==> config.mk <==
export PLATFORM = sky130hd
export DESIGN_NAME = zigzag_row_transposer_unit_flat
export DESIGN_NICKNAME = d
export VERILOG_FILES = /design/src/design/zzrt_pkg.sv /design/src/design/zzrt_ifs.sv /design/src/design/zzrt_store.sv /design/src/design/zzrt_seq.sv /design/src/design/zigzag_row_transposer_unit.sv /design/src/flat_wrapper.sv
export SDC_FILE = /design/constraint.sdc
export NUM_CORES = 1
export LEC_CHECK = 0
export ABC_CLOCK_PERIOD_IN_PS = 6100
export BUFFER_PORTS_ARGS = -buffer_cell sky130_fd_sc_hd__clkbuf_2
export CAP_MARGIN = 20
export CELL_PAD_IN_SITES_DETAIL_PLACEMENT = 2
export CELL_PAD_IN_SITES_GLOBAL_PLACEMENT = 2
export CORE_UTILIZATION = 40
export CTS_BUF_LIST = sky130_fd_sc_hd__clkbuf_16
export DETAILED_ROUTE_END_ITERATION = 10
export PLACE_DENSITY = 0.66
export SYNTH_ARGS = -nofsm -noshare
export SYNTH_HDL_FRONTEND = slang
export SYNTH_HIERARCHICAL = 1
export SYNTH_SLANG_ARGS = --single-unit
==> constraint.sdc <==
create_clock -name clk -period 6.1 [get_ports clk]
set_input_delay 1.22 -clock clk [delete_from_list [all_inputs] [get_ports clk]]
set_output_delay 1.22 -clock clk [all_outputs]
set_load 0.01 [all_outputs]
==> src/design/zzrt_pkg.sv <==
// zzrt_pkg: shared widths, sequencer state type and read-control struct
// for the zigzag row transposer. Depends on nothing; compile first.
package zzrt_pkg;

	localparam int CHAR_W = 8;
	localparam int ROW_W  = 7;

	typedef enum logic [1:0] {
		ST_LOAD,
		ST_SETUP,
		ST_EMIT
	} zzrt_state_t;

	typedef struct packed {
		logic rd_en;
		logic last;
	} zzrt_rd_ctl_t;

endpackage

==> src/design/zzrt_ifs.sv <==
// zzrt_ifs: valid/ready word channels for message bytes in and transposed
// bytes out. Depends on zzrt_pkg.
interface zzrt_in_if;
	import zzrt_pkg::*;
	logic              valid;
	logic              ready;
	logic [CHAR_W-1:0] char_in;
	logic              msg_end;

	modport source (output valid, output char_in, output msg_end, input ready);
	modport sink   (input valid, input char_in, input msg_end, output ready);
endinterface

interface zzrt_out_if;
	import zzrt_pkg::*;
	logic              valid;
	logic              ready;
	logic [CHAR_W-1:0] char_out;
	logic              run_end;

	modport source (output valid, output char_out, output run_end, input ready);
	modport sink   (input valid, input char_out, input run_end, output ready);
endinterface

==> src/design/zzrt_store.sv <==
// zzrt_store: message byte buffer, one write port and one read port with
// registered read data. Depends on zzrt_pkg.
module zzrt_store #(
	parameter int MAX_LEN = 64,
	localparam int AW = $clog2(MAX_LEN)
) (
	input  logic                        clk,
	input  logic                        wr_en,
	input  logic [AW-1:0]               wr_addr,
	input  logic [zzrt_pkg::CHAR_W-1:0] wr_data,
	input  logic                        rd_en,
	input  logic [AW-1:0]               rd_addr,
	output logic [zzrt_pkg::CHAR_W-1:0] rd_data
);
	import zzrt_pkg::*;

	logic [CHAR_W-1:0] mem [MAX_LEN];
	logic [CHAR_W-1:0] rd_data_q;

	always_ff @(posedge clk) begin
		if (wr_en) begin
			mem[wr_addr] <= wr_data;
		end
	end

	// hold the read word until the next read
	always_ff @(posedge clk) begin
		if (rd_en) begin
			rd_data_q <= mem[rd_addr];
		end
	end

	assign rd_data = rd_data_q;

endmodule

==> src/design/zzrt_seq.sv <==
// zzrt_seq: load counter and zigzag address sequencer. Needs zzrt_pkg.
// Forms and range-checks a candidate per cycle; a hit awaits out_free.
module zzrt_seq #(
	parameter int MAX_LEN = 64,
	localparam int AW = $clog2(MAX_LEN),
	localparam int LEN_W = $clog2(MAX_LEN + 1)
) (
	input  logic                          clk,
	input  logic                          arst_n,
	input  logic [zzrt_pkg::ROW_W-1:0]    row_count,
	input  logic                          in_valid,
	input  logic                          msg_end,
	output logic                          in_ready,
	output logic                          wr_en,
	output logic [AW-1:0]                 wr_addr,
	input  logic                          out_free,
	output zzrt_pkg::zzrt_rd_ctl_t        rd_ctl,
	output logic [AW-1:0]                 rd_addr
);
	import zzrt_pkg::*;

	localparam int CW = ((ROW_W > LEN_W) ? ROW_W : LEN_W) + 2;

	zzrt_state_t state_q, state_d;
	logic [LEN_W-1:0] len_q, n_q, k_q;
	logic [CW-1:0]    rows_q, period_q, r_q, p_q;
	logic             phase_q;

	logic             accept, room, straight, mid, hit, step, row_done, all_done;
	logic [CW-1:0]    rows_ext, n_ext, off, cand, p_adv, r_inc;
	logic [LEN_W-1:0] len_fin;

	always_comb begin
		accept   = in_valid && in_ready;
		room     = len_q < LEN_W'(MAX_LEN);
		len_fin  = room ? len_q + 1'b1 : len_q;
		rows_ext = CW'(row_count);
		n_ext    = CW'(n_q);
		straight = (rows_ext <= CW'(1)) || (rows_ext >= n_ext);
		mid      = (r_q != '0) && (r_q != rows_q - 1'b1);
		// shared adder: position of this candidate
		off      = phase_q ? period_q - r_q : r_q;
		cand     = p_q + off;
		hit      = cand < n_ext;
		step     = (state_q == ST_EMIT) && (!hit || out_free);
		p_adv    = p_q + period_q;
		r_inc    = r_q + 1'b1;
		row_done = p_adv >= n_ext;
		all_done = !(!phase_q && mid) && row_done && (r_inc == rows_q);
	end

	always_comb begin
		state_d = state_q;
		case (state_q)
			ST_LOAD: begin
				if (accept && msg_end) begin
					state_d = ST_SETUP;
				end
			end
			ST_SETUP: state_d = ST_EMIT;
			ST_EMIT: begin
				if (step && all_done) begin
					state_d = ST_LOAD;
				end
			end
			default: state_d = ST_LOAD;
		endcase
	end

	always_comb begin
		in_ready     = (state_q == ST_LOAD);
		wr_en        = accept && room;
		wr_addr      = len_q[AW-1:0];
		rd_ctl.rd_en = step && hit;
		rd_ctl.last  = (k_q + 1'b1) == n_q;
		rd_addr      = cand[AW-1:0];
	end

	always_ff @(posedge clk or negedge arst_n) begin
		if (!arst_n) begin
			state_q  <= ST_LOAD;
			len_q    <= '0;
			n_q      <= '0;
			k_q      <= '0;
			rows_q   <= '0;
			period_q <= '0;
			r_q      <= '0;
			p_q      <= '0;
			phase_q  <= 1'b0;
		end else begin
			state_q <= state_d;
			if (accept) begin
				len_q <= msg_end ? '0 : len_fin;
				if (msg_end) begin
					n_q <= len_fin;
				end
			end
			if (state_q == ST_SETUP) begin
				rows_q   <= straight ? CW'(1) : rows_ext;
				period_q <= straight ? CW'(1) : CW'((rows_ext - 1'b1) << 1);
				r_q      <= '0;
				p_q      <= '0;
				phase_q  <= 1'b0;
				k_q      <= '0;
			end
			if (step) begin
				if (hit) begin
					k_q <= k_q + 1'b1;
				end
				if (!phase_q && mid) begin
					phase_q <= 1'b1;
				end else begin
					phase_q <= 1'b0;
					if (row_done) begin
						p_q <= '0;
						r_q <= r_inc;
					end else begin
						p_q <= p_adv;
					end
				end
			end
		end
	end

`ifndef ASSERT_OFF
	a_rd_in_msg: assert property (@(posedge clk) disable iff (!arst_n)
		rd_ctl.rd_en |-> (CW'(rd_addr) < n_ext))
		else $error("read beyond message length");
	a_run_complete: assert property (@(posedge clk) disable iff (!arst_n)
		(step && all_done) |-> ((k_q + LEN_W'(hit)) == n_q))
		else $error("run ended with a wrong word count");
	a_len_bound: assert property (@(posedge clk) disable iff (!arst_n)
		len_q <= LEN_W'(MAX_LEN))
		else $error("fill count past buffer depth");
	a_no_load_in_run: assert property (@(posedge clk) disable iff (!arst_n)
		(state_q != ST_LOAD) |-> !wr_en)
		else $error("buffer written during a run");
`endif

endmodule

==> src/design/zigzag_row_transposer_unit.sv <==
// Timing: a message byte is taken per cycle while loading; once the end-marked byte is
// taken the sequencer passes a setup state, then reads the first transposed word.
// Runs: the input stays closed until the run ends (a setup state, then one candidate
// position per cycle, an in-range one waiting while the held output word is not taken).
// Reset: arst_n clears the fill count, sequencer and output valid; row_count
// returns to 1. Buffer contents stay undefined until written.
module zigzag_row_transposer_unit #(
	parameter int MAX_LEN = 64
) (
	input  logic                       clk,
	input  logic                       arst_n,
	input  logic                       cfg_we,
	input  logic [zzrt_pkg::ROW_W-1:0] cfg_wdata,
	zzrt_in_if.sink                    in_ch,
	zzrt_out_if.source                 out_ch
);
	import zzrt_pkg::*;

	localparam int AW = $clog2(MAX_LEN);

	logic [ROW_W-1:0]  row_count_q;
	logic              out_valid_q;
	logic              run_end_q;
	logic              out_free;
	logic              wr_en;
	logic [AW-1:0]     wr_addr;
	logic [AW-1:0]     rd_addr;
	logic [CHAR_W-1:0] rd_data;
	zzrt_rd_ctl_t      rd_ctl;

	// row count register; the user must write it only while the block is idle, the block does not enforce this
	always_ff @(posedge clk or negedge arst_n) begin
		if (!arst_n) begin
			row_count_q <= ROW_W'(1);
		end else if (cfg_we) begin
			row_count_q <= cfg_wdata;
		end
	end

	// the store's read register is the output word; a new read may land
	// only once the held word has gone
	assign out_free = !out_valid_q || out_ch.ready;

	zzrt_seq #(
		.MAX_LEN(MAX_LEN)
	) u_seq (
		.clk      (clk),
		.arst_n   (arst_n),
		.row_count(row_count_q),
		.in_valid (in_ch.valid),
		.msg_end  (in_ch.msg_end),
		.in_ready (in_ch.ready),
		.wr_en    (wr_en),
		.wr_addr  (wr_addr),
		.out_free (out_free),
		.rd_ctl   (rd_ctl),
		.rd_addr  (rd_addr)
	);

	zzrt_store #(
		.MAX_LEN(MAX_LEN)
	) u_store (
		.clk    (clk),
		.wr_en  (wr_en),
		.wr_addr(wr_addr),
		.wr_data(in_ch.char_in),
		.rd_en  (rd_ctl.rd_en),
		.rd_addr(rd_addr),
		.rd_data(rd_data)
	);

	// output valid and end mark travel alongside the read register
	always_ff @(posedge clk or negedge arst_n) begin
		if (!arst_n) begin
			out_valid_q <= 1'b0;
			run_end_q   <= 1'b0;
		end else if (rd_ctl.rd_en) begin
			out_valid_q <= 1'b1;
			run_end_q   <= rd_ctl.last;
		end else if (out_ch.ready) begin
			out_valid_q <= 1'b0;
		end
	end

	assign out_ch.valid    = out_valid_q;
	assign out_ch.char_out = rd_data;
	assign out_ch.run_end  = run_end_q;

`ifndef ASSERT_OFF
	a_no_overwrite: assert property (@(posedge clk) disable iff (!arst_n)
		(out_valid_q && !out_ch.ready) |-> !rd_ctl.rd_en)
		else $error("held output word overwritten");
	// the final read may still be followed by one out-of-range candidate
	a_end_then_idle: assert property (@(posedge clk) disable iff (!arst_n)
		(rd_ctl.rd_en && rd_ctl.last) |-> ##[1:2] in_ch.ready)
		else $error("input not reopened after final word");
	a_no_word_loading: assert property (@(posedge clk) disable iff (!arst_n)
		in_ch.ready |-> !rd_ctl.rd_en)
		else $error("read issued while loading");
`endif

endmodule

==> src/flat_wrapper.sv <==
// flat-port wrapper written by rule: the top's interface ports become plain ports
module zigzag_row_transposer_unit_flat import zzrt_pkg::*;
#(
	parameter int MAX_LEN = 64
)
  (clk, arst_n, cfg_we, cfg_wdata, in_ch_valid, in_ch_char_in, in_ch_msg_end, in_ch_ready, out_ch_valid, out_ch_char_out, out_ch_run_end, out_ch_ready);
  zzrt_in_if in_ch_i ();
  zzrt_out_if out_ch_i ();
  input  logic clk;
  input  logic arst_n;
  input  logic cfg_we;
  input  logic [zzrt_pkg::ROW_W-1:0] cfg_wdata;
  input wire logic [$bits(in_ch_i.valid)-1:0] in_ch_valid;
  input wire logic [$bits(in_ch_i.char_in)-1:0] in_ch_char_in;
  input wire logic [$bits(in_ch_i.msg_end)-1:0] in_ch_msg_end;
  output wire logic [$bits(in_ch_i.ready)-1:0] in_ch_ready;
  output wire logic [$bits(out_ch_i.valid)-1:0] out_ch_valid;
  output wire logic [$bits(out_ch_i.char_out)-1:0] out_ch_char_out;
  output wire logic [$bits(out_ch_i.run_end)-1:0] out_ch_run_end;
  input wire logic [$bits(out_ch_i.ready)-1:0] out_ch_ready;
  assign in_ch_i.valid = in_ch_valid;
  assign in_ch_i.char_in = in_ch_char_in;
  assign in_ch_i.msg_end = in_ch_msg_end;
  assign in_ch_ready = in_ch_i.ready;
  assign out_ch_valid = out_ch_i.valid;
  assign out_ch_char_out = out_ch_i.char_out;
  assign out_ch_run_end = out_ch_i.run_end;
  assign out_ch_i.ready = out_ch_ready;
  zigzag_row_transposer_unit #(.MAX_LEN(MAX_LEN)) u_core (.clk(clk), .arst_n(arst_n), .cfg_we(cfg_we), .cfg_wdata(cfg_wdata), .in_ch(in_ch_i), .out_ch(out_ch_i));
endmodule
==> run_results.csv, run 1 <==
group,metric,value,unit
grt,grt_pass1_vias,15640,
hold_path,hold_path.class,"flop to flop",
drt,drcViolationCount,0,
critical_path,worstPathRequired,6.62,ns
synth,dominantRegCellSynth,"edfxtp_1",
critical_path,path_cells,"inv_1 > ha_1 > nor2b_1 > o21ai_0 > a21boi_0 > o21ai_0 > nor3b_1 > nor2_1 > nand2_1 > o21ai_0 > ha_1 > o21ai_0 > nand2_1 > nor2_1 > xnor2_1 > ha_1 > a21oi_1 > o211ai_1 > or4_4 > a2111oi_4 > nor3_2 > buf_4 > a21oi_4 > a22o_1",
synth,synth-seq-area-share,67.41,%
critical_path,cp-end-kind,"flop",
die,num_rows,92,
grt,grt_pass1_wl,106.2,mm
critical_path,path_max_fanout,10,
finish,nNetsFinal,1658,
drt,viasPerCell,5.722,
grt,use_met3,3.793,%
synth,synth-edff-count,520,
die,die_h,255.2,µm
finish,ff_latch_area,17290,µm²
clock_network,hold_buffers,0,
timing,worst_slack,0.5872,ns
die,pin_count,32,
power_and_ir_drop,p_comb_share,1.3,%
synth,syn-num-nets,1609,
synth,synthCells,1534,
power_and_ir_drop,intPower,6.675,mW
timing,rsz0062_at_grt,"false",
die,core,63200,µm²
clock_network,h-tree-depth,3,
synth,synth_area,25650,µm²
die,die_area,65150,µm²
drt,avgRoutedWirePerCell,28.85,µm
power_and_ir_drop,power_density,292.0,nW/µm²
synth,synth_area_per_cell,16.72,µm²
placed_design,gp_congestion,0.8235,
timing,min_period_over_period,90.37,%
synth,synth-async-reset-ratio,11.41,%
timing,finalHoldViolCount,0,
die,dieWidth,255.2,µm
drt,vias,14160,
placed_design,dp_worst_setup_slack,0.6813,ns
clock_network,cts_tree,"built",
finish,syn2layout_area_growth,12.20,%
power_and_ir_drop,power.share.clock,46.4,%
finish,multiInputGateArea,7790,µm²
finish,layout_common_cells,"edfxtp_1, mux4_2, nor2_1, nand2_1, clkbuf_16",
placed_design,portBuffers,31,
grt,antenna_found_initial,0,
placed_design,hpwlAfterDp,45.52,mm
timing,drv_slew,0,
clock_network,clk_pin_slew_worst_paths,0.06,ns
power_and_ir_drop,power.switching,1.731,mW
timing,max_freq,181.4,MHz
power_and_ir_drop,p_leak,9.924,nW
clock_network,cts_root_buf,"clkbuf_16",
critical_path,crit_slowest_cell,"or4_4",
grt,met1_usage,30.20,%
power_and_ir_drop,sw_frac_of_total,20.60,%
drt,drt.antenna.violating_nets,0,
run,maxCapViolations,0,
clock_network,cts.sinks,587,
drt,drt-initial-drc-count,930,
timing,worstMarginPinSlew,1.121,ns
drt,wl,71.38,mm
power_and_ir_drop,ir_drop,0.2753,mV
grt,grt_use_met2,37.94,%
timing,min_period,5.513,ns
clock_network,clock_latency,0.60,ns
finish,drive_gt1_share,20.02,%
status,outcome,"complete, no violations",
grt,grt_util_all_layers,22.70,%
finish,final_util,45.55,%
timing,slew_headroom,24.97,%
drt,firstDrtPassIters,5,
synth,ys_seq_elements,587,
critical_path,cp-start-kind,"flop",
critical_path,cpMostUsedCell,"o21ai_0",
timing,setup_tns,0,ns
clock_network,cts_setup_buffers,0,
grt,grt_busiest_layer,"met2",
clock_network,clk_path_buf_depth,3,
finish,layout_commonest_cell,"edfxtp_1",
timing,finalSetupViolations,0,
synth,ys.warnings.count,6,
critical_path,critPathArrivalTime,6.04,ns
critical_path,critPathKind,"flop to flop",
clock_network,post_cts_resized,0,
finish,nFillCells,5844,
power_and_ir_drop,seqPwrFrac,52.2,%
critical_path,slowest_delay,0.59,ns
clock_network,cts_buffers,67,
grt,grt_overflow,0,
synth,synth.distinct_cells,78,
finish,diodes,0,
timing,fin_skew,0.02088,ns
grt,grt_max_degree,98,
die,start_util,40.59,%
[layout make-up]
cell class	count	area share [%]
multi-input combinational	833	27.06
tap	846	3.677
timing repair buffer	58	1.408
sequential	587	60.08
inverter	36	0.4782
clock buffer	71	6.173
clock inverter	43	1.121
[worst paths after layout]
path                       depth (start not counted)  slack [ns]                          start                           endpoint
max                                               24        0.59  u_core/u_seq/r_q[1]$_DFF_PN0_      u_core/u_seq/p_q[0]$_DFF_PN0_
min                                                1        0.53  u_core/u_seq/k_q[5]$_DFF_PN0_      u_core/u_seq/k_q[5]$_DFF_PN0_
max reg2reg                                       24        0.59  u_core/u_seq/r_q[1]$_DFF_PN0_      u_core/u_seq/p_q[0]$_DFF_PN0_
min reg2reg                                        1        0.53  u_core/u_seq/k_q[5]$_DFF_PN0_      u_core/u_seq/k_q[5]$_DFF_PN0_
max in group asynchronous                          1        4.73                         arst_n  u_core/u_seq/len_q[1]$_DFFE_PN0P_
min in group asynchronous                          1        0.76                         arst_n  u_core/row_count_q[1]$_DFFE_PN0P_
[Yosys cell counts (11+ instances only)]
cell type	n	area, µm²
a21oi_1	35	175.2
buf_2	14	70.07
buf_4	19	142.6
buf_6	11	123.9
clkbuf_1	28	105.1
dfrtp_1	66	1652
edfxtp_1	520	15610
ha_1	51	638.1
inv_1	36	135.1
mux2_2	16	180.2
mux2i_1	38	380.4
mux4_2	126	2838
nand2_1	78	292.8
nand2b_1	19	118.9
nand3_1	30	150.1
nand4_1	11	68.82
nor2_1	125	469.2
nor2b_1	23	143.9
nor3_1	16	80.08
o21ai_0	34	170.2
o22ai_1	11	68.82
xnor2_1	35	306.5
xor2_1	19	166.4
[state kept, by name (all words and copies together) (netlist names)]
signal and flops:
u_core/u_seq/len_q 7, u_core/u_store/rd_data 8, u_core/u_seq/phase_q 1, u_core/u_store/mem 512
u_core/u_seq/rows_q 7, u_core/out_ch.run_end 1, u_core/out_ch.valid 1, u_core/u_seq/period_q 9
u_core/u_seq/state_q 2, u_core/u_seq/k_q 7, u_core/row_count_q 7, u_core/u_seq/r_q 9
u_core/u_seq/p_q 9, u_core/u_seq/n_q 7
[through the flow]
stage	instances	hold WS (ns)	power, mW	cell area (µm²)
after detailed placement	2358	0.5234	4.589	26660
after CTS	2472	0.5315	8.503	28760
after floorplan	1534	0.4842	4.496	25650
after global placement	2358	0.5088	4.579	26660
final	2474	0.5330	8.406	28780
after global routing	2474	0.5751	8.648	28780
[per-layer routing]
metal	vias up	wire length, µm
met5	-	0
met4	0	1775
met3	97	3044
met2	288	35500
met1	7618	31060
li1	6153	-
[power groups by stage]
stage / registers, mW / clock network (mW) / logic, mW
2_1_floorplan: 4.47 / 0 / 0.0266
3_3_place_gp: 4.47 / 0 / 0.105
3_5_place_dp: 4.47 / 0 / 0.115
4_1_cts: 4.39 / 4.00 / 0.116
5_1_grt: 4.39 / 4.14 / 0.122
6_report: 4.39 / 3.90 / 0.111
[cell families (layout without fill, tap and decap cells)]
group | count (synthesis) | count (layout) | synth area share (%)
flops | 587 | 587 | 67.41
xor+xnor | 54 | 54 | 1.844
buf+inv | 114 | 208 | 2.463
mux | 188 | 188 | 13.72
simple gates | 350 | 350 | 6.619
fa+ha+maj | 54 | 54 | 2.722
compound gates | 187 | 187 | 5.229
[worst max-delay path: cells and delay by family (launching register included)]
family	cells	cell delay, ns
AOI/OAI and AO/OA	10	2.14
xor gates and xnor gates	1	0.15
and+or+nand+nor	8	1.39
adders and majority gates	3	0.96
DFF	1	0.47
buffers and inverters	2	0.34
Note: power is estimated with default switching activity, not from simulation.
==> inputs of run 2 (changes only) <==
ABC_AREA = 1   (was unset)
ABC_CLOCK_PERIOD_IN_PS = 4500   (was 6100)
CORE_UTILIZATION = 38   (was 40)
PLACE_DENSITY = 0.74   (was 0.66)
clock period = 4.5 ns   (was 6.1 ns; I/O delays follow)
==> run 2 against run 1 <==
First-iteration DRC count increased by 36%. Via count rose by 43%. Fmax is 33% higher. Non-clock buffer count rose by 88. Sequential power grew 39%. Global-route usage is 2.7 points higher. Final cell count increased by 50%. Cell area rose by 7.2%. Core utilization down 1.7 points.
==> run_results.csv, run 2 <==
group,metric,value,unit
drt,avgRoutedWirePerCell,24.76,µm
power_and_ir_drop,p_leak,12.27,nW
die,pin_count,32,
timing,fin_skew,0.02047,ns
critical_path,worstPathRequired,4.83,ns
finish,layout_common_cells,"nand2_1, edfxtp_1, nand3_1, inv_1, nor2_1",
run,maxCapViolations,0,
timing,max_freq,240.7,MHz
placed_design,place_area,28580,µm²
finish,nNetsFinal,2796,
die,core,70390,µm²
synth,dominantRegCellSynth,"edfxtp_1",
critical_path,critPathKind,"flop to flop",
timing,min_period_over_period,92.33,%
timing,finalSetupViolations,0,
synth,synth_area_per_cell,10.28,µm²
synth,synth_top_cell_area_share,57.44,%
critical_path,cp-end-kind,"flop",
synth,syn-num-nets,2719,
drt,drt.antenna.violating_nets,0,
synth,yosys.area_share.simple,24.91,%
drt,drt-initial-drc-count,1266,
critical_path,cp-start-kind,"flop",
critical_path,path_max_fanout,8,
status,outcome,"complete, no violations",
clock_network,clk_path_buf_depth,3,
synth,synth_top_family_by_area,"simple AND/OR/NAND/NOR gates",
timing,slew_headroom,32.04,%
grt,antenna_found_initial,0,
drt,drcViolationCount,0,
finish,design_area,30870,µm²
synth,post_synth_fa_ha_maj_area_fraction,2.568,%
placed_design,hpwlAfterDp,58.98,mm
critical_path,crit_slowest_cell,"fa_1",
synth,ys_seq_elements,587,
synth,synth-async-reset-ratio,11.41,%
synth,synth-edff-count,520,
placed_design,gp_congestion,0.8200,
grt,grt_overflow,0,
timing,rsz0062_at_grt,"false",
die,die_h,269.5,µm
finish,largest_register_ffs,512,
drt,firstDrtPassIters,5,
finish,layout_commonest_cell,"nand2_1",
power_and_ir_drop,finalPower,14.26,mW
finish,diodes,0,
synth,synth_top_area_cell,"edfxtp_1",
power_and_ir_drop,power_density,462.1,nW/µm²
clock_network,clock_latency,0.62,ns
finish,nFillCells,7370,
die,dieWidth,269.5,µm
synth,synthCells,2644,
finish,regMostFlops,"u_core/u_store/mem",
critical_path,critPathArrivalTime,4.48,ns
die,num_rows,97,
clock_network,cts_root_buf,"clkbuf_16",
hold_path,hold_path.class,"primary input to asynchronous set/reset pin",
clock_network,cts_tree,"built",
drt,wl,92.02,mm
drt,viasPerCell,5.452,
timing,worstMarginPinSlew,1.019,ns
timing,setup_tns,0,ns
critical_path,rrSetupSlack,0.35,ns
clock_network,h-tree-depth,3,
grt,grt_pass1_vias,22830,
finish,drive_gt1_share,9.762,%
drt,vias,20260,
synth,synth_area,27190,µm²
synth,synthTopCellsByArea,"edfxtp_1, nand2_1, nand3_1, dfrtp_1, ha_1",
synth,muxShareOfSynthArea,0,%
timing,drv_slew,0,
grt,grt_max_degree,143,
synth,synth_compound_area_share,1.892,%
synth,synthXorXnorAreaFrac,1.514,%
timing,min_period,4.155,ns
grt,grt_pass1_wl,140.8,mm
clock_network,clk_pin_slew_worst_paths,0.06,ns
power_and_ir_drop,ir_drop,0.2461,mV
grt,grt_util_all_layers,25.41,%
die,start_util,38.62,%
critical_path,slowest_delay,0.46,ns
synth,synth-seq-area-share,63.61,%
placed_design,portBuffers,31,
synth,synth.most_common_cell,"nand2_1",
synth,ys.warnings.count,6,
critical_path,path_cells,"inv_1 > ha_1 > fa_1 > o21ai_1 > inv_1 > fa_1 > o21ai_1 > a21oi_1 > nor2_1 > nor2_1 > xnor2_1 > ha_1 > a21oi_1 > nand4_1 > a21oi_4 > nand3_2 > inv_2 > buf_12",
clock_network,cts_buffers,68,
synth,yosys-top-cells-count,"nand2_1, edfxtp_1, nand3_1",
clock_network,cts.sinks,587,
timing,finalHoldViolCount,0,
finish,syn2layout_area_growth,13.54,%
die,die_area,72620,µm²
synth,synth.distinct_cells,52,
[run 2: cell count changes in the layout (fill, tap and decap cells not counted), moves of 17 or more]
cell / previous run / this run
nor2b_1: 23 / 0
buf_4: 23 / 102
xor2_1: 18 / 35
mux2i_1: 38 / 0
nand3_1: 30 / 502
inv_1: 46 / 145
nand2b_1: 19 / 0
xnor2_1: 32 / 11
nand4_1: 11 / 29
nand2_1: 78 / 905
mux4_2: 126 / 0
[run 2: metal layers]
layer  GRT usage (%)  wire length [µm]  up-vias
met2           47.10             49010      369
met5               0                 0        -
met4           8.418              2886        0
li1                -                 -     9193
met3           3.179              2811      162
met1           30.23             37310    10540
[run 2: cell families after synthesis]
logic type,count (synthesis)
AND/OR/NAND/NOR,1586
XOR/XNOR,47
flip-flops,587
adder cells (fa/ha/maj),54
buffers and inverters,279
AO/OA/AOI/OAI,91
[run 2: what timing repair did]
action / 4_1_cts / 5_1_grt
gates resized for setup: 0 / 4
endpoints found under the setup margin: 0 / 29
hold buffers: 0 / 0
setup buffers: 0 / 2
[run 2: layout make-up]
class                   instances  area (µm²)  share of cell area (%)
clock buffers                  69        1727                   5.594
inverters                     140       540.5                   1.751
flip-flops and latches        587       17290                   56.03
multi-input cells            1778        8429                   27.31
well taps                     940        1176                   3.810
clock inverters                56       496.7                   1.609
repair buffers                146        1204                   3.899
[run 2: per-stage QoR]
step / hold slack [ns] / setup WS (ns) / utilization (%) / std cells
CTS: 0.4494 / 0.01176 / 43.76 / 3713
detailed placement: 0.4792 / 0.01463 / 40.60 / 3588
finish: 0.4191 / 0.3452 / 43.85 / 3716
global placement: 0.4717 / 0.2473 / 40.54 / 3586
global route: 0.4629 / 0.05062 / 43.85 / 3716
floorplan: 0.4530 / 0.6288 / - / 2644
[run 2: path summary, 6_finish.rpt]
check                                                           end                                  from  depth (start not counted)
worst max-delay path            u_core/u_store/rd_data[2]$_DFFE_PP_  u_core/u_seq/period_q[0]$_DFFE_PN0P_                         18
worst min-delay path             u_core/u_seq/rows_q[6]$_DFFE_PN0P_                                arst_n                          1
worst max register to register  u_core/u_store/rd_data[2]$_DFFE_PP_  u_core/u_seq/period_q[0]$_DFFE_PN0P_                         18
worst min register to register    u_core/row_count_q[0]$_DFFE_PN1P_     u_core/row_count_q[0]$_DFFE_PN1P_                          2
max in group asynchronous         u_core/row_count_q[4]$_DFFE_PN0P_                                arst_n                          1
min in group clk                 u_core/u_store/mem[0][6]$_DFFE_PP_                      in_ch_char_in[6]                          1
[run 2: worst max-delay path: cells and delay by family, from the launching register on]
kind / cells / cell delay, ns
AND/OR/NAND/NOR: 4 / 0.48
buffers and inverters: 4 / 0.47
flip-flops: 1 / 0.35
AO/OA/AOI/OAI: 5 / 1.01
adder cells (fa/ha/maj): 4 / 1.43
XOR/XNOR: 1 / 0.13
[run 2: power breakdown]
part           internal, mW  switching, mW
logic                 0.708           1.87
registers              6.03         0.0938
clock network          3.22           2.35
